**src/rtl/u8san_pkg.sv**
```systemverilog
`timescale 1ns / 1ps
// ----------------------------------------------------------------------------
// u8san_pkg
// Shared types and constants of the UTF-8 sanitiser: the run descriptor
// handed from the classifier to the expander, and the code point limits.
// ----------------------------------------------------------------------------
package u8san_pkg;

   // number of tokens one request can produce at most
   localparam int unsigned MaxTokens = 4;

   // default depth of the queue between classifier and expander
   localparam int unsigned DefaultQueueDepth = 2;

   // replacement character U+FFFD as UTF-8
   localparam logic [7:0] Fffd0 = 8'hEF;
   localparam logic [7:0] Fffd1 = 8'hBF;
   localparam logic [7:0] Fffd2 = 8'hBD;

   // code point limits of the range check
   localparam logic [10:0] CpMin2     = 11'h080;
   localparam logic [15:0] CpMin3     = 16'h0800;
   localparam logic [15:0] SurrLow    = 16'hD800;
   localparam logic [15:0] SurrHigh   = 16'hDFFF;
   localparam logic [20:0] CpMin4     = 21'h010000;
   localparam logic [20:0] CpMax      = 21'h10FFFF;

   // one run of result tokens; a token is a literal byte or one U+FFFD
   typedef struct packed {
      logic [2:0]                     cnt;
      logic [MaxTokens-1:0]           fffd;
      logic [MaxTokens-1:0][7:0]      data;
      logic                           done;
   } cmd_type;

endpackage

```
**src/rtl/utf8_sanitizer.sv**
```systemverilog
`timescale 1ns / 1ps
// ----------------------------------------------------------------------------
// utf8_sanitizer
// Streaming UTF-8 validator that replaces bad sequences with U+FFFD.
// ----------------------------------------------------------------------------
// Usage
//  - request channel req_*: one raw byte per request, req_end_of_text on the
//    final byte of a string. Taken when req_valid is high and req_stall low.
//  - result channel rsp_*: one byte per result; rsp_last_of_run closes the
//    bytes caused by one request, rsp_text_done closes a string.
//  - a request may cause no result (an incomplete sequence is held) or up to
//    twelve bytes (four replacement characters).
//  - the first result of a request passes through the queue and then the
//    result register. One request a cycle is taken while every request gives
//    at most one byte and rsp_stall is low; the expander emits one byte per
//    cycle while rsp_stall is low.
//  - a short queue of run descriptors sits between classifier and expander;
//    req_stall rises only when that queue is full.
//  - when rsp_stall is high the result register holds its byte and the queue
//    fills behind it.
//  - reset closes any open sequence and empties the queue and the result
//    register; the block takes requests from the first cycle after reset.
// ----------------------------------------------------------------------------
module utf8_sanitizer #(
   parameter int unsigned QUEUE_DEPTH = u8san_pkg::DefaultQueueDepth
) (
   input  logic       clock,
   input  logic       reset,
   input  logic       req_valid,
   output logic       req_stall,
   input  logic [7:0] req_in_byte,
   input  logic       req_end_of_text,
   output logic       rsp_valid,
   input  logic       rsp_stall,
   output logic [7:0] rsp_out_byte,
   output logic       rsp_last_of_run,
   output logic       rsp_text_done
);
   import u8san_pkg::*;

   logic    accept;
   logic    push;
   logic    pop;
   logic    full;
   logic    head_valid;
   cmd_type push_cmd;
   cmd_type head_cmd;

   assign req_stall = full;
   assign accept    = req_valid && !full;

   u8san_front u_front (
      .clock       (clock),
      .reset       (reset),
      .accept      (accept),
      .in_byte     (req_in_byte),
      .end_of_text (req_end_of_text),
      .push        (push),
      .cmd         (push_cmd)
   );

   u8san_queue #(
      .DEPTH (QUEUE_DEPTH)
   ) u_queue (
      .clock      (clock),
      .reset      (reset),
      .push       (push),
      .push_cmd   (push_cmd),
      .pop        (pop),
      .full       (full),
      .head_valid (head_valid),
      .head_cmd   (head_cmd)
   );

   u8san_back u_back (
      .clock           (clock),
      .reset           (reset),
      .head_valid      (head_valid),
      .head_cmd        (head_cmd),
      .pop             (pop),
      .rsp_valid       (rsp_valid),
      .rsp_stall       (rsp_stall),
      .rsp_out_byte    (rsp_out_byte),
      .rsp_last_of_run (rsp_last_of_run),
      .rsp_text_done   (rsp_text_done)
   );

endmodule

```
**src/rtl/u8san_front.sv**
```systemverilog
`timescale 1ns / 1ps
// ----------------------------------------------------------------------------
// u8san_front
// Classifier: holds the open multi-byte sequence, checks it when complete
// and turns each request that gives tokens into a run descriptor for the expander.
// ----------------------------------------------------------------------------
module u8san_front (
   input  logic               clock,
   input  logic               reset,
   input  logic               accept,
   input  logic [7:0]         in_byte,
   input  logic               end_of_text,
   output logic               push,
   output u8san_pkg::cmd_type cmd
);
   import u8san_pkg::*;

   logic [2:0][7:0] held_ff;
   logic [2:0][7:0] held_in;
   logic [1:0]      held_cnt_ff;
   logic [1:0]      held_cnt_in;
   logic [2:0]      seq_len_ff;
   logic [2:0]      seq_len_in;

   logic        is_open;
   logic        is_cont;
   logic        is_ascii;
   logic [2:0]  lead_len;
   logic        seq_ok;
   logic        valid_case;
   logic [1:0]  prefix;
   logic [2:0]  tok_cnt;
   logic [3:0]  lit_mask;
   logic [10:0] cp2;
   logic [15:0] cp3;
   logic [20:0] cp4;

   assign is_cont  = (in_byte[7:6] == 2'b10);
   assign is_ascii = !in_byte[7];
   assign is_open  = (seq_len_ff != 3'd0) && (held_cnt_ff != 2'd0)
                     && ({1'b0, held_cnt_ff} < seq_len_ff);

   always_comb begin
      if (in_byte[7:5] == 3'b110) begin
         lead_len = 3'd2;
      end else if (in_byte[7:4] == 4'b1110) begin
         lead_len = 3'd3;
      end else if (in_byte[7:3] == 5'b11110) begin
         lead_len = 3'd4;
      end else begin
         lead_len = 3'd0;
      end
   end

   // code point of the sequence that this byte would complete
   assign cp2 = {held_ff[0][4:0], in_byte[5:0]};
   assign cp3 = {held_ff[0][3:0], held_ff[1][5:0], in_byte[5:0]};
   assign cp4 = {held_ff[0][2:0], held_ff[1][5:0], held_ff[2][5:0], in_byte[5:0]};

   always_comb begin
      case (seq_len_ff)
         3'd2: begin
            seq_ok = (cp2 >= CpMin2);
         end
         3'd3: begin
            seq_ok = (cp3 >= CpMin3) && ((cp3 < SurrLow) || (cp3 > SurrHigh));
         end
         default: begin
            seq_ok = (cp4 >= CpMin4) && (cp4 <= CpMax);
         end
      endcase
   end

   always_comb begin
      held_in     = held_ff;
      held_cnt_in = held_cnt_ff;
      seq_len_in  = seq_len_ff;
      tok_cnt     = 3'd0;
      lit_mask    = 4'h0;
      valid_case  = 1'b0;
      prefix      = 2'd0;
      if (is_open && is_cont) begin
         if (({1'b0, held_cnt_ff} + 3'd1) == seq_len_ff) begin
            held_cnt_in = 2'd0;
            seq_len_in  = 3'd0;
            tok_cnt     = {1'b0, held_cnt_ff} + 3'd1;
            if (seq_ok) begin
               valid_case = 1'b1;
               lit_mask   = 4'hF;
            end
         end else begin
            if (held_cnt_ff != 2'd3) begin
               held_in[held_cnt_ff] = in_byte;
               held_cnt_in          = held_cnt_ff + 2'd1;
            end
            // string ends inside the sequence: every byte taken so far fails
            if (end_of_text) begin
               tok_cnt     = {1'b0, held_cnt_ff} + 3'd1;
               held_cnt_in = 2'd0;
               seq_len_in  = 3'd0;
            end
         end
      end else begin
         prefix      = is_open ? held_cnt_ff : 2'd0;
         held_cnt_in = 2'd0;
         seq_len_in  = 3'd0;
         if (is_ascii) begin
            tok_cnt          = {1'b0, prefix} + 3'd1;
            lit_mask[prefix] = 1'b1;
         end else if (lead_len != 3'd0) begin
            if (end_of_text) begin
               tok_cnt = {1'b0, prefix} + 3'd1;
            end else begin
               tok_cnt     = {1'b0, prefix};
               held_in[0]  = in_byte;
               held_cnt_in = 2'd1;
               seq_len_in  = lead_len;
            end
         end else begin
            tok_cnt = {1'b0, prefix} + 3'd1;
         end
      end
   end

   always_comb begin
      cmd.cnt     = tok_cnt;
      cmd.fffd    = ~lit_mask;
      cmd.done    = end_of_text;
      cmd.data[0] = (valid_case && (held_cnt_ff > 2'd0)) ? held_ff[0] : in_byte;
      cmd.data[1] = (valid_case && (held_cnt_ff > 2'd1)) ? held_ff[1] : in_byte;
      cmd.data[2] = (valid_case && (held_cnt_ff > 2'd2)) ? held_ff[2] : in_byte;
      cmd.data[3] = in_byte;
   end

   assign push = accept && (tok_cnt != 3'd0);

   always_ff @(posedge clock) begin
      if (accept) begin
         held_ff <= held_in;
      end
   end

   always_ff @(posedge clock) begin
      if (reset) begin
         held_cnt_ff <= 2'd0;
         seq_len_ff  <= 3'd0;
      end else if (accept) begin
         held_cnt_ff <= held_cnt_in;
         seq_len_ff  <= seq_len_in;
      end
   end

   // an open sequence always still misses a byte, and no bytes without one
   a_seq_shape: assert property (@(posedge clock) disable iff (reset)
      (seq_len_ff == 3'd0) ? (held_cnt_ff == 2'd0)
                           : (({1'b0, held_cnt_ff} < seq_len_ff) && (held_cnt_ff != 2'd0)))
      else $error("held count out of step with sequence length");

endmodule

```
**src/rtl/u8san_queue.sv**
```systemverilog
`timescale 1ns / 1ps
// ----------------------------------------------------------------------------
// u8san_queue
// Short queue of run descriptors between classifier and expander.
// ----------------------------------------------------------------------------
module u8san_queue #(
   parameter int unsigned DEPTH = u8san_pkg::DefaultQueueDepth
) (
   input  logic               clock,
   input  logic               reset,
   input  logic               push,
   input  u8san_pkg::cmd_type push_cmd,
   input  logic               pop,
   output logic               full,
   output logic               head_valid,
   output u8san_pkg::cmd_type head_cmd
);
   import u8san_pkg::*;

   localparam int unsigned PtrW = (DEPTH > 1) ? $clog2(DEPTH) : 1;
   localparam int unsigned CntW = $clog2(DEPTH + 1);
   localparam logic [PtrW-1:0] LastPtr = PtrW'(DEPTH - 1);
   localparam logic [CntW-1:0] FullCnt = CntW'(DEPTH);

   cmd_type           slot_ff [DEPTH];
   logic [PtrW-1:0]   wr_ptr_ff;
   logic [PtrW-1:0]   wr_ptr_in;
   logic [PtrW-1:0]   rd_ptr_ff;
   logic [PtrW-1:0]   rd_ptr_in;
   logic [CntW-1:0]   count_ff;
   logic [CntW-1:0]   count_in;

   assign full       = (count_ff == FullCnt);
   assign head_valid = (count_ff != '0);
   assign head_cmd   = slot_ff[rd_ptr_ff];

   always_comb begin
      wr_ptr_in = wr_ptr_ff;
      rd_ptr_in = rd_ptr_ff;
      count_in  = count_ff;
      if (push) begin
         wr_ptr_in = (wr_ptr_ff == LastPtr) ? '0 : wr_ptr_ff + 1'b1;
      end
      if (pop) begin
         rd_ptr_in = (rd_ptr_ff == LastPtr) ? '0 : rd_ptr_ff + 1'b1;
      end
      if (push && !pop) begin
         count_in = count_ff + 1'b1;
      end else if (pop && !push) begin
         count_in = count_ff - 1'b1;
      end
   end

   always_ff @(posedge clock) begin
      if (push) begin
         slot_ff[wr_ptr_ff] <= push_cmd;
      end
   end

   always_ff @(posedge clock) begin
      if (reset) begin
         wr_ptr_ff <= '0;
         rd_ptr_ff <= '0;
         count_ff  <= '0;
      end else begin
         wr_ptr_ff <= wr_ptr_in;
         rd_ptr_ff <= rd_ptr_in;
         count_ff  <= count_in;
      end
   end

   a_no_overflow: assert property (@(posedge clock) disable iff (reset)
      push |-> (!full || pop))
      else $error("push into a full queue");

   a_no_underflow: assert property (@(posedge clock) disable iff (reset)
      pop |-> head_valid)
      else $error("pop from an empty queue");

endmodule

```
**src/rtl/u8san_back.sv**
```systemverilog
`timescale 1ns / 1ps
// ----------------------------------------------------------------------------
// u8san_back
// Expander: walks the tokens of the head run, spells each replacement as
// three bytes and drives the registered result channel.
// ----------------------------------------------------------------------------
module u8san_back (
   input  logic               clock,
   input  logic               reset,
   input  logic               head_valid,
   input  u8san_pkg::cmd_type head_cmd,
   output logic               pop,
   output logic               rsp_valid,
   input  logic               rsp_stall,
   output logic [7:0]         rsp_out_byte,
   output logic               rsp_last_of_run,
   output logic               rsp_text_done
);
   import u8san_pkg::*;

   logic [1:0] tok_idx_ff;
   logic [1:0] tok_idx_in;
   logic [1:0] sub_ff;
   logic [1:0] sub_in;
   logic       valid_ff;
   logic       valid_in;
   logic [7:0] byte_ff;
   logic       last_ff;
   logic       done_ff;

   logic       load;
   logic       cur_fffd;
   logic [7:0] cur_byte;
   logic       tok_end;
   logic       run_end;

   assign load     = head_valid && (!valid_ff || !rsp_stall);
   assign cur_fffd = head_cmd.fffd[tok_idx_ff];

   always_comb begin
      if (cur_fffd) begin
         case (sub_ff)
            2'd0:    cur_byte = Fffd0;
            2'd1:    cur_byte = Fffd1;
            default: cur_byte = Fffd2;
         endcase
      end else begin
         cur_byte = head_cmd.data[tok_idx_ff];
      end
   end

   assign tok_end = !cur_fffd || (sub_ff == 2'd2);
   assign run_end = tok_end && ({1'b0, tok_idx_ff} == (head_cmd.cnt - 3'd1));
   assign pop     = load && run_end;

   always_comb begin
      tok_idx_in = tok_idx_ff;
      sub_in     = sub_ff;
      if (load) begin
         if (run_end) begin
            tok_idx_in = 2'd0;
            sub_in     = 2'd0;
         end else if (tok_end) begin
            tok_idx_in = tok_idx_ff + 2'd1;
            sub_in     = 2'd0;
         end else begin
            sub_in = sub_ff + 2'd1;
         end
      end
      valid_in = load || (valid_ff && rsp_stall);
   end

   always_ff @(posedge clock) begin
      if (reset) begin
         tok_idx_ff <= 2'd0;
         sub_ff     <= 2'd0;
         valid_ff   <= 1'b0;
      end else begin
         tok_idx_ff <= tok_idx_in;
         sub_ff     <= sub_in;
         valid_ff   <= valid_in;
      end
   end

   always_ff @(posedge clock) begin
      if (load) begin
         byte_ff <= cur_byte;
         last_ff <= run_end;
         done_ff <= run_end && head_cmd.done;
      end
   end

   assign rsp_valid       = valid_ff;
   assign rsp_out_byte    = byte_ff;
   assign rsp_last_of_run = last_ff;
   assign rsp_text_done   = done_ff;

   a_run_nonempty: assert property (@(posedge clock) disable iff (reset)
      head_valid |-> ((head_cmd.cnt != 3'd0) && (head_cmd.cnt <= 3'd4)))
      else $error("run with no or too many tokens");

   a_literal_whole: assert property (@(posedge clock) disable iff (reset)
      (head_valid && !cur_fffd) |-> (sub_ff == 2'd0))
      else $error("literal token entered mid replacement");

   a_done_is_last: assert property (@(posedge clock) disable iff (reset)
      (valid_ff && done_ff) |-> last_ff)
      else $error("end of text on a byte that does not close its run");

endmodule
```
**config.mk**
```make
export PLATFORM = sky130hd
export DESIGN_NAME = utf8_sanitizer
export DESIGN_NICKNAME = d
export VERILOG_FILES = /design/src/rtl/u8san_pkg.sv /design/src/rtl/utf8_sanitizer.sv /design/src/rtl/u8san_front.sv /design/src/rtl/u8san_queue.sv /design/src/rtl/u8san_back.sv
export SDC_FILE = /design/constraint.sdc
export NUM_CORES = 1
export LEC_CHECK = 0
export BUFFER_PORTS_ARGS = -buffer_cell sky130_fd_sc_hd__buf_2
export CAP_MARGIN = 20
export CORE_ASPECT_RATIO = 2
export CORE_MARGIN = 2
export CORE_UTILIZATION = 55
export DETAILED_ROUTE_END_ITERATION = 10
export PLACE_DENSITY = 0.83
export SLEW_MARGIN = 20
export SYNTH_ARGS = -nofsm -noshare
export SYNTH_HDL_FRONTEND = slang
export SYNTH_SLANG_ARGS = --single-unit
```
**constraint.sdc**
```tcl
create_clock -name clock -period 4.37 [get_ports clock]
set_input_delay 0.2185 -clock clock [delete_from_list [all_inputs] [get_ports clock]]
set_output_delay 0.2185 -clock clock [all_outputs]
set_load 0.05 [all_outputs]
```
# --- Word-level counts from Yosys, hierarchy flattened ---
# Memories as Yosys holds them, arrays and structs flattened. A register that Yosys moved wholly into a read port is not among the register bits.
# Cells that the tools add are included.
word_totals:
  elab_cells: 166
  mem_count: 1
  out_inout_bits: 12
  ff_bits: 48
  ramBits: 80
  in_bits: 13
mem_list:
  columns: ["name", "depth", "width", "rd", "rd_ports_with_merged_regs", "write_ports", "line", "text"]
  rows:
  - ["u_queue.slot_ff", 2, 40, 1, 1, 1, "u8san_queue.sv:25", "cmd_type slot_ff [DEPTH];"]
op_classes:
  n_addsub: 10
  mux: 63
  reduce_logical: 44
  n_eq_ne: 17
  order_cmp: 15
  bitwise_logic: 2
op_table:
  columns: ["operator", "n"]
  rows:
  - ["2-to-1 mux 8 bit", 12]
  - ["2-to-1 mux 3 bit", 15]
  - ["2-to-1 mux 2 bit", 13]
  - ["bitwise mux 24 bit", 1]
  - ["greater-or-equal comparator 21 x 17 -> 1 bit (second input constant)", 1]
  - ["<= comparator 21 bit (second input constant)", 1]
  - ["logical AND 1 bit", 19]
  - ["binary-select mux 8 bit (select 2 bit)", 1]
  - ["demux 8 bit (select 2 bit)", 1]
  - ["greater-or-equal comparator 16 x 12 -> 1 bit (second input constant)", 1]
  - ["greater-than comparator 16 bit (second input constant)", 1]
  - ["less-than comparator 16 bit (second input constant)", 1]
  - ["2-to-1 mux 4 bit", 4]
  - ["one-hot mux 7 bit (2 select lines)", 1]
  - ["2-to-1 mux 1 bit", 12]
  - ["nonzero test 2 bit", 6]
  - ["greater-or-equal comparator 11 x 8 -> 1 bit (second input constant)", 1]
  - ["less-than comparator 2 x 3 -> 1 bit (second input constant)", 3]
  - ["nonzero test 3 bit", 3]
  - ["adder 2 x 1 -> 2 bit (second input constant)", 4]
  - ["adder 2 x 1 -> 3 bit (second input constant)", 2]
  - ["equality test 2 bit (second input constant)", 3]
  - ["equality test 3 x 2 -> 1 bit (second input constant)", 2]
  - ["logical NOT 1 bit", 6]
  - ["other kinds (27)", 37]

# --- Longest topological paths before layout ---
depth:
  depth_word: 15
  depth_mapped: 14
  mapped_depth_nobuf: 14

# --- Cells and area by module ---
# A second synthesis with hierarchy kept.
unflattened:
  cells_unflattened: 391
  area_unflattened_um2: 5962.0
by_module_without_submodules:
  columns: ["mod", "n_inst", "area_each_um2", "cells_each", "seq_area_each_um2"]
  rows:
  - ["u8san_queue", 1, 3083.0, 146, 2502.4]
  - ["u8san_front", 1, 1905.6, 173, 820.8]
  - ["u8san_back", 1, 959.7, 71, 400.4]
  - ["utf8_sanitizer", 1, 13.8, 1, 0.0]

# --- Least setup slack after synthesis ---
# No wires, ideal clock.
synth_path:
  kind: "reg2reg"
  startpoint: "register u_front.held_cnt_ff[0]"
  endpoint: "memory u_queue.slot_ff[0][0] (netlist name) (enable)"
  setup_slack_ns: -0.332
  path_stages_with_launch: 11
  required_time_ns: 3.928
  path_buffers: 0
  setup_time_ns: 0.442
  synth_period_minus_slack_ns: 4.702
  arrival_ns: 4.260
  path_cell_list: "dfxtp_1 > inv_1 > ha_1 > o41ai_4 > nand2_1 > ha_1 > o21a_1 > o21ai_0 > a32o_1 > a21oi_1 > nor2b_1"
synth_between:
  elab_chain_len: 13
  elab_cells_between_ends: 19
  classes_between: "2 x add/sub; 1 x order compare; 1 x eq/ne; 9 x mux; 6 x reduce/logical"
synth_rtl:
  columns: ["item", "line", "text"]
  rows:
  - ["start: declaration", "u8san_front.sv:20", "logic [1:0] held_cnt_ff;"]
  - ["start signal: assignment", "u8san_front.sv:148", "held_cnt_ff <= held_cnt_in;"]
  - ["parallel branches: the longest is 8 deep, another holds less-than comparator 2 x 3 -> 1 bit", null, null]
  - ["2-to-1 mux 3 bit *", "u8san_front.sv:82", "if (is_open && is_cont) begin"]
  - ["nonzero test 3 bit *", "u8san_front.sv:135", "assign push = accept && (tok_cnt != 3'd0);"]
  - ["logical AND 1 bit *", "u8san_front.sv:135", null]
  - ["net push", "utf8_sanitizer.sv:42", "logic push;"]
  - ["2-to-1 mux 1 bit *", "u8san_queue.sv:55", "if (push) begin"]
  - ["2-to-1 mux 1 bit (not written as such) *", "u8san_queue.sv:56", "slot_ff[wr_ptr_ff] <= push_cmd;"]
  - ["end: declaration", "u8san_queue.sv:25", null]
# Mark *: on every way through the listed nets, which the timed path passes.

# --- Worst setup path in the final report ---
layout_path:
  startpoint: "register u_front.held_cnt_ff[0]"
  endpoint: "memory u_queue.slot_ff[0][29] (netlist name) (enable)"
# Same word-level chain as after synthesis.

==> out/results.ini <==
[yosys]
synth_area_um2=5740
async_reset_ff_share_pct=0
yosysSeqAreaShare_pct=64.8
synth_cell_type_count=44
syn_avg_cell_area_um2=15.2
ys.warnings.count=0
synth-edff-count=114
synth_fp_nets=409
synthCells=379
ys_ff_latch=129
synth-main-ff-cell=edfxtp_1

[power_and_ir_drop]
power.leakage_nw=2.27
peakVddDrop_v=0.000310
p_per_area_nw_per_um2=590

[die]
die_area_um2=11300
die_w_um=76.3
row_count=52
die_h_um=149
core_um2=10100
io_pins=25
initial_core_util_pct=56.6

[worst_setup_path]
critPathKind=reg -> reg
path_cells=inv_1 > ha_1 > o41ai_4 > nand2_1 > ha_1 > o21a_1 > o21ai_0 > a32o_1 > a21oi_1 > nor2b_4 > buf_4
slowest_stage=o41ai_4
worst_setup_path_end_kind=flip-flop
max_stage_delay_ns=0.58
worst-path-max-fanout=40
arrival_ns=3.90
crit_path_frequent_cell=ha_1
start_kind=flip-flop
critical_path.top_delay_family=compound AO/OA/AOI/OAI gates
crit_buf_inv=2
cp.required_ns=4.41

[global_route]
antenna_found_initial=0
overflow=0
grt_max_degree=41
grt_use_total_pct=22.0
grt_pass1_wl_um=18300
grt_pass1_vias=3575

[clock_tree]
cts_tree=yes
cts_buffers=17
post_cts_buffers=0
cts_root_buf=clkbuf_16
clk_latency_ns=0.41
htree_levels=4
ctsHoldBuffers=0
cts_buffer_depth=2
cts.clk_slew.worst_paths_ns=0.05
cts_resized=0
cts_sinks=129

[timing]
finalSetupViolCount=0
tightest_slew_ns=0.799
worst_clock_skew_ns=0.00804
max_freq_mhz=259
final_max_slew_viol_count=0
min_period_over_period_pct=88.2
fin_hold_ws_ns=0.0679
setup_slack_ns=0.516
timing.max_slew.rel_slack_pct=46.4
hold_viol=0
fin_tns_setup_ns=0
fin_crit_ns=3.85
rsz0062_at_grt=no

[final_layout]
fin_nets=446
regArea_um2=3720
drive_above_1_share_pct=24.2
area_growth_pct=15.8
multi_input_comb_area_um2=1930
nFillCells=700
diodes=0

[outcome]
outcome=finished clean

[detailed_routing]
wl_per_cell_um=20.2
drtAntennaViolNets=0
viasPerCell=5.83
drt-pass1-iter-count=4
drtIter0Drc=243
drc=0
wl_um=11400
vias=3288

[place]
portBuffers=24
gp_congestion=0.938
post-place-ws_ns=0.595
dp_hpwl_um=7540

[hold_path]
hold_path.class=in -> reg

[flow_run]
maxCapViolCount=0

-- Yosys cell counts, types with 4 or more instances --
library cell | instances | area share, %
nor2_1 | 19 | 1.2
or3_1 | 4 | 0.44
inv_1 | 11 | 0.72
xor2_1 | 6 | 0.92
and2_1 | 10 | 1.1
nand2_1 | 16 | 1.0
a21o_1 | 4 | 0.52
dfxtp_1 | 15 | 5.2
o21ai_0 | 14 | 1.2
edfxtp_1 | 114 | 60
mux2i_1 | 12 | 2.1
nor3_1 | 13 | 1.1
a21oi_1 | 23 | 2.0
clkbuf_1 | 8 | 0.52
or2_2 | 4 | 0.44
nor2b_1 | 9 | 0.98
mux2_2 | 19 | 3.7
mux4_2 | 18 | 7.1
ha_1 | 17 | 3.7
-- routing by layer --
layer  track usage, %  wire length (µm)  vias up
met3             5.22               433       23
met4             12.8               355        0
met1             22.3              3970     1632
met5                0                 0        -
li1                 -                 -     1535
met2             40.4              6630       98
-- worst min-delay path: cells and delay by family --
kind                   cells  cell delay, ns
AND/OR/NAND/NOR            1            0.05
AO/OA/AOI/OAI              1            0.06
buffers and inverters      1            0.10
-- cells in the final DEF, fill, tap and decap left out, types with 2 or more instances in the layout --
cell type / count
and3_1: 2
a21o_1: 4
nand2b_1: 3
buf_2: 24
nor2_1: 19
inv_1: 11
clkinv_2: 3
ha_1: 17
clkbuf_16: 17
o21ai_0: 14
nand3_1: 3
bufinv_16: 4
or2_2: 4
nand2_1: 16
o21a_1: 2
clkbuf_1: 6
nand4b_1: 2
mux2i_1: 12
o31ai_1: 3
mux2_2: 19
mux4_2: 18
xnor2_1: 3
nor4_1: 2
buf_4: 7
xor2_1: 6
nor3_1: 13
nand3b_1: 2
edfxtp_1: 114
nor2b_1: 8
a211oi_1: 2
a31oi_1: 2
a21oi_1: 23
and2_1: 10
dfxtp_1: 15
or3_1: 4
clkbuf_8: 2
-- sequential cells by signal, indices dropped and copies added (netlist names), named ones only --
| register | flops |
|---|---|
| u_front.seq_len_ff | 3 |
| u_front.held_ff | 7 |
| u_front.cp4 | 6 |
| u_queue.rd_ptr_ff | 1 |
| u_queue.slot_ff | 80 |
| u_queue.wr_ptr_ff | 1 |
| u_back.rsp_last_of_run | 1 |
| u_back.rsp_valid | 1 |
| u_back.tok_idx_ff | 2 |
| u_front.cp2 | 5 |
| u_front.cp3 | 6 |
| u_back.rsp_out_byte | 8 |
| u_back.sub_ff | 2 |
| u_front.held_cnt_ff | 2 |
| u_back.rsp_text_done | 1 |
| u_queue.count_ff | 2 |
-- layout make-up --
class,instances,share of cell area [%]
inverter,11,0.621
multi-input combinational,226,29.1
tap,135,2.54
clock inverter,7,2.03
timing repair buffer,31,2.60
sequential,129,56.0
clock buffer,25,7.15
-- final timing paths --
kind,start,endpoint,slack (ns),cells after the start
min reg2reg,u_queue.rd_ptr_ff$_SDFFE_PP0P_,flip-flop,0.48,2
min,rsp_stall,u_back.rsp_valid$_SDFF_PP0_,0.07,3
max,u_front.held_cnt_ff[0]$_SDFFE_PP0P_,u_queue.slot_ff[0][29]$_DFFE_PP_,0.52,11
max reg2reg,u_front.held_cnt_ff[0]$_SDFFE_PP0P_,u_queue.slot_ff[0][29]$_DFFE_PP_,0.52,11
-- power breakdown --
part / internal [mW] / switching (mW) / leakage [nW]
Sequential: 1.56 / 0.0701 / 1.15
Clock: 0.982 / 0.483 / 0.299
Combinational: 0.289 / 0.544 / 0.819
-- stage by stage --
stage	power [mW]	instance area (µm²)	cells	util, %
final	3.93	6650	564	65.5
after global routing	4.08	6650	564	65.5
after CTS	3.95	6650	564	65.5
after detailed placement	2.48	6040	532	59.5
after global placement	2.45	6040	532	59.5
after floorplan	2.27	5750	379	-
-- kinds of logic after synthesis --
| logic type | Yosys count | share of synthesized area (%) |
|---|---|---|
| AOI/OAI and AO/OA | 58 | 6.84 |
| xor gates and xnor gates | 9 | 1.37 |
| adders and majority gates | 17 | 3.70 |
| buffers and inverters | 24 | 1.63 |
| DFF | 129 | 64.8 |
| muxes | 49 | 12.9 |
| and+or+nand+nor | 93 | 8.74 |
No activity file was read; power rests on OpenSTA's default activity.
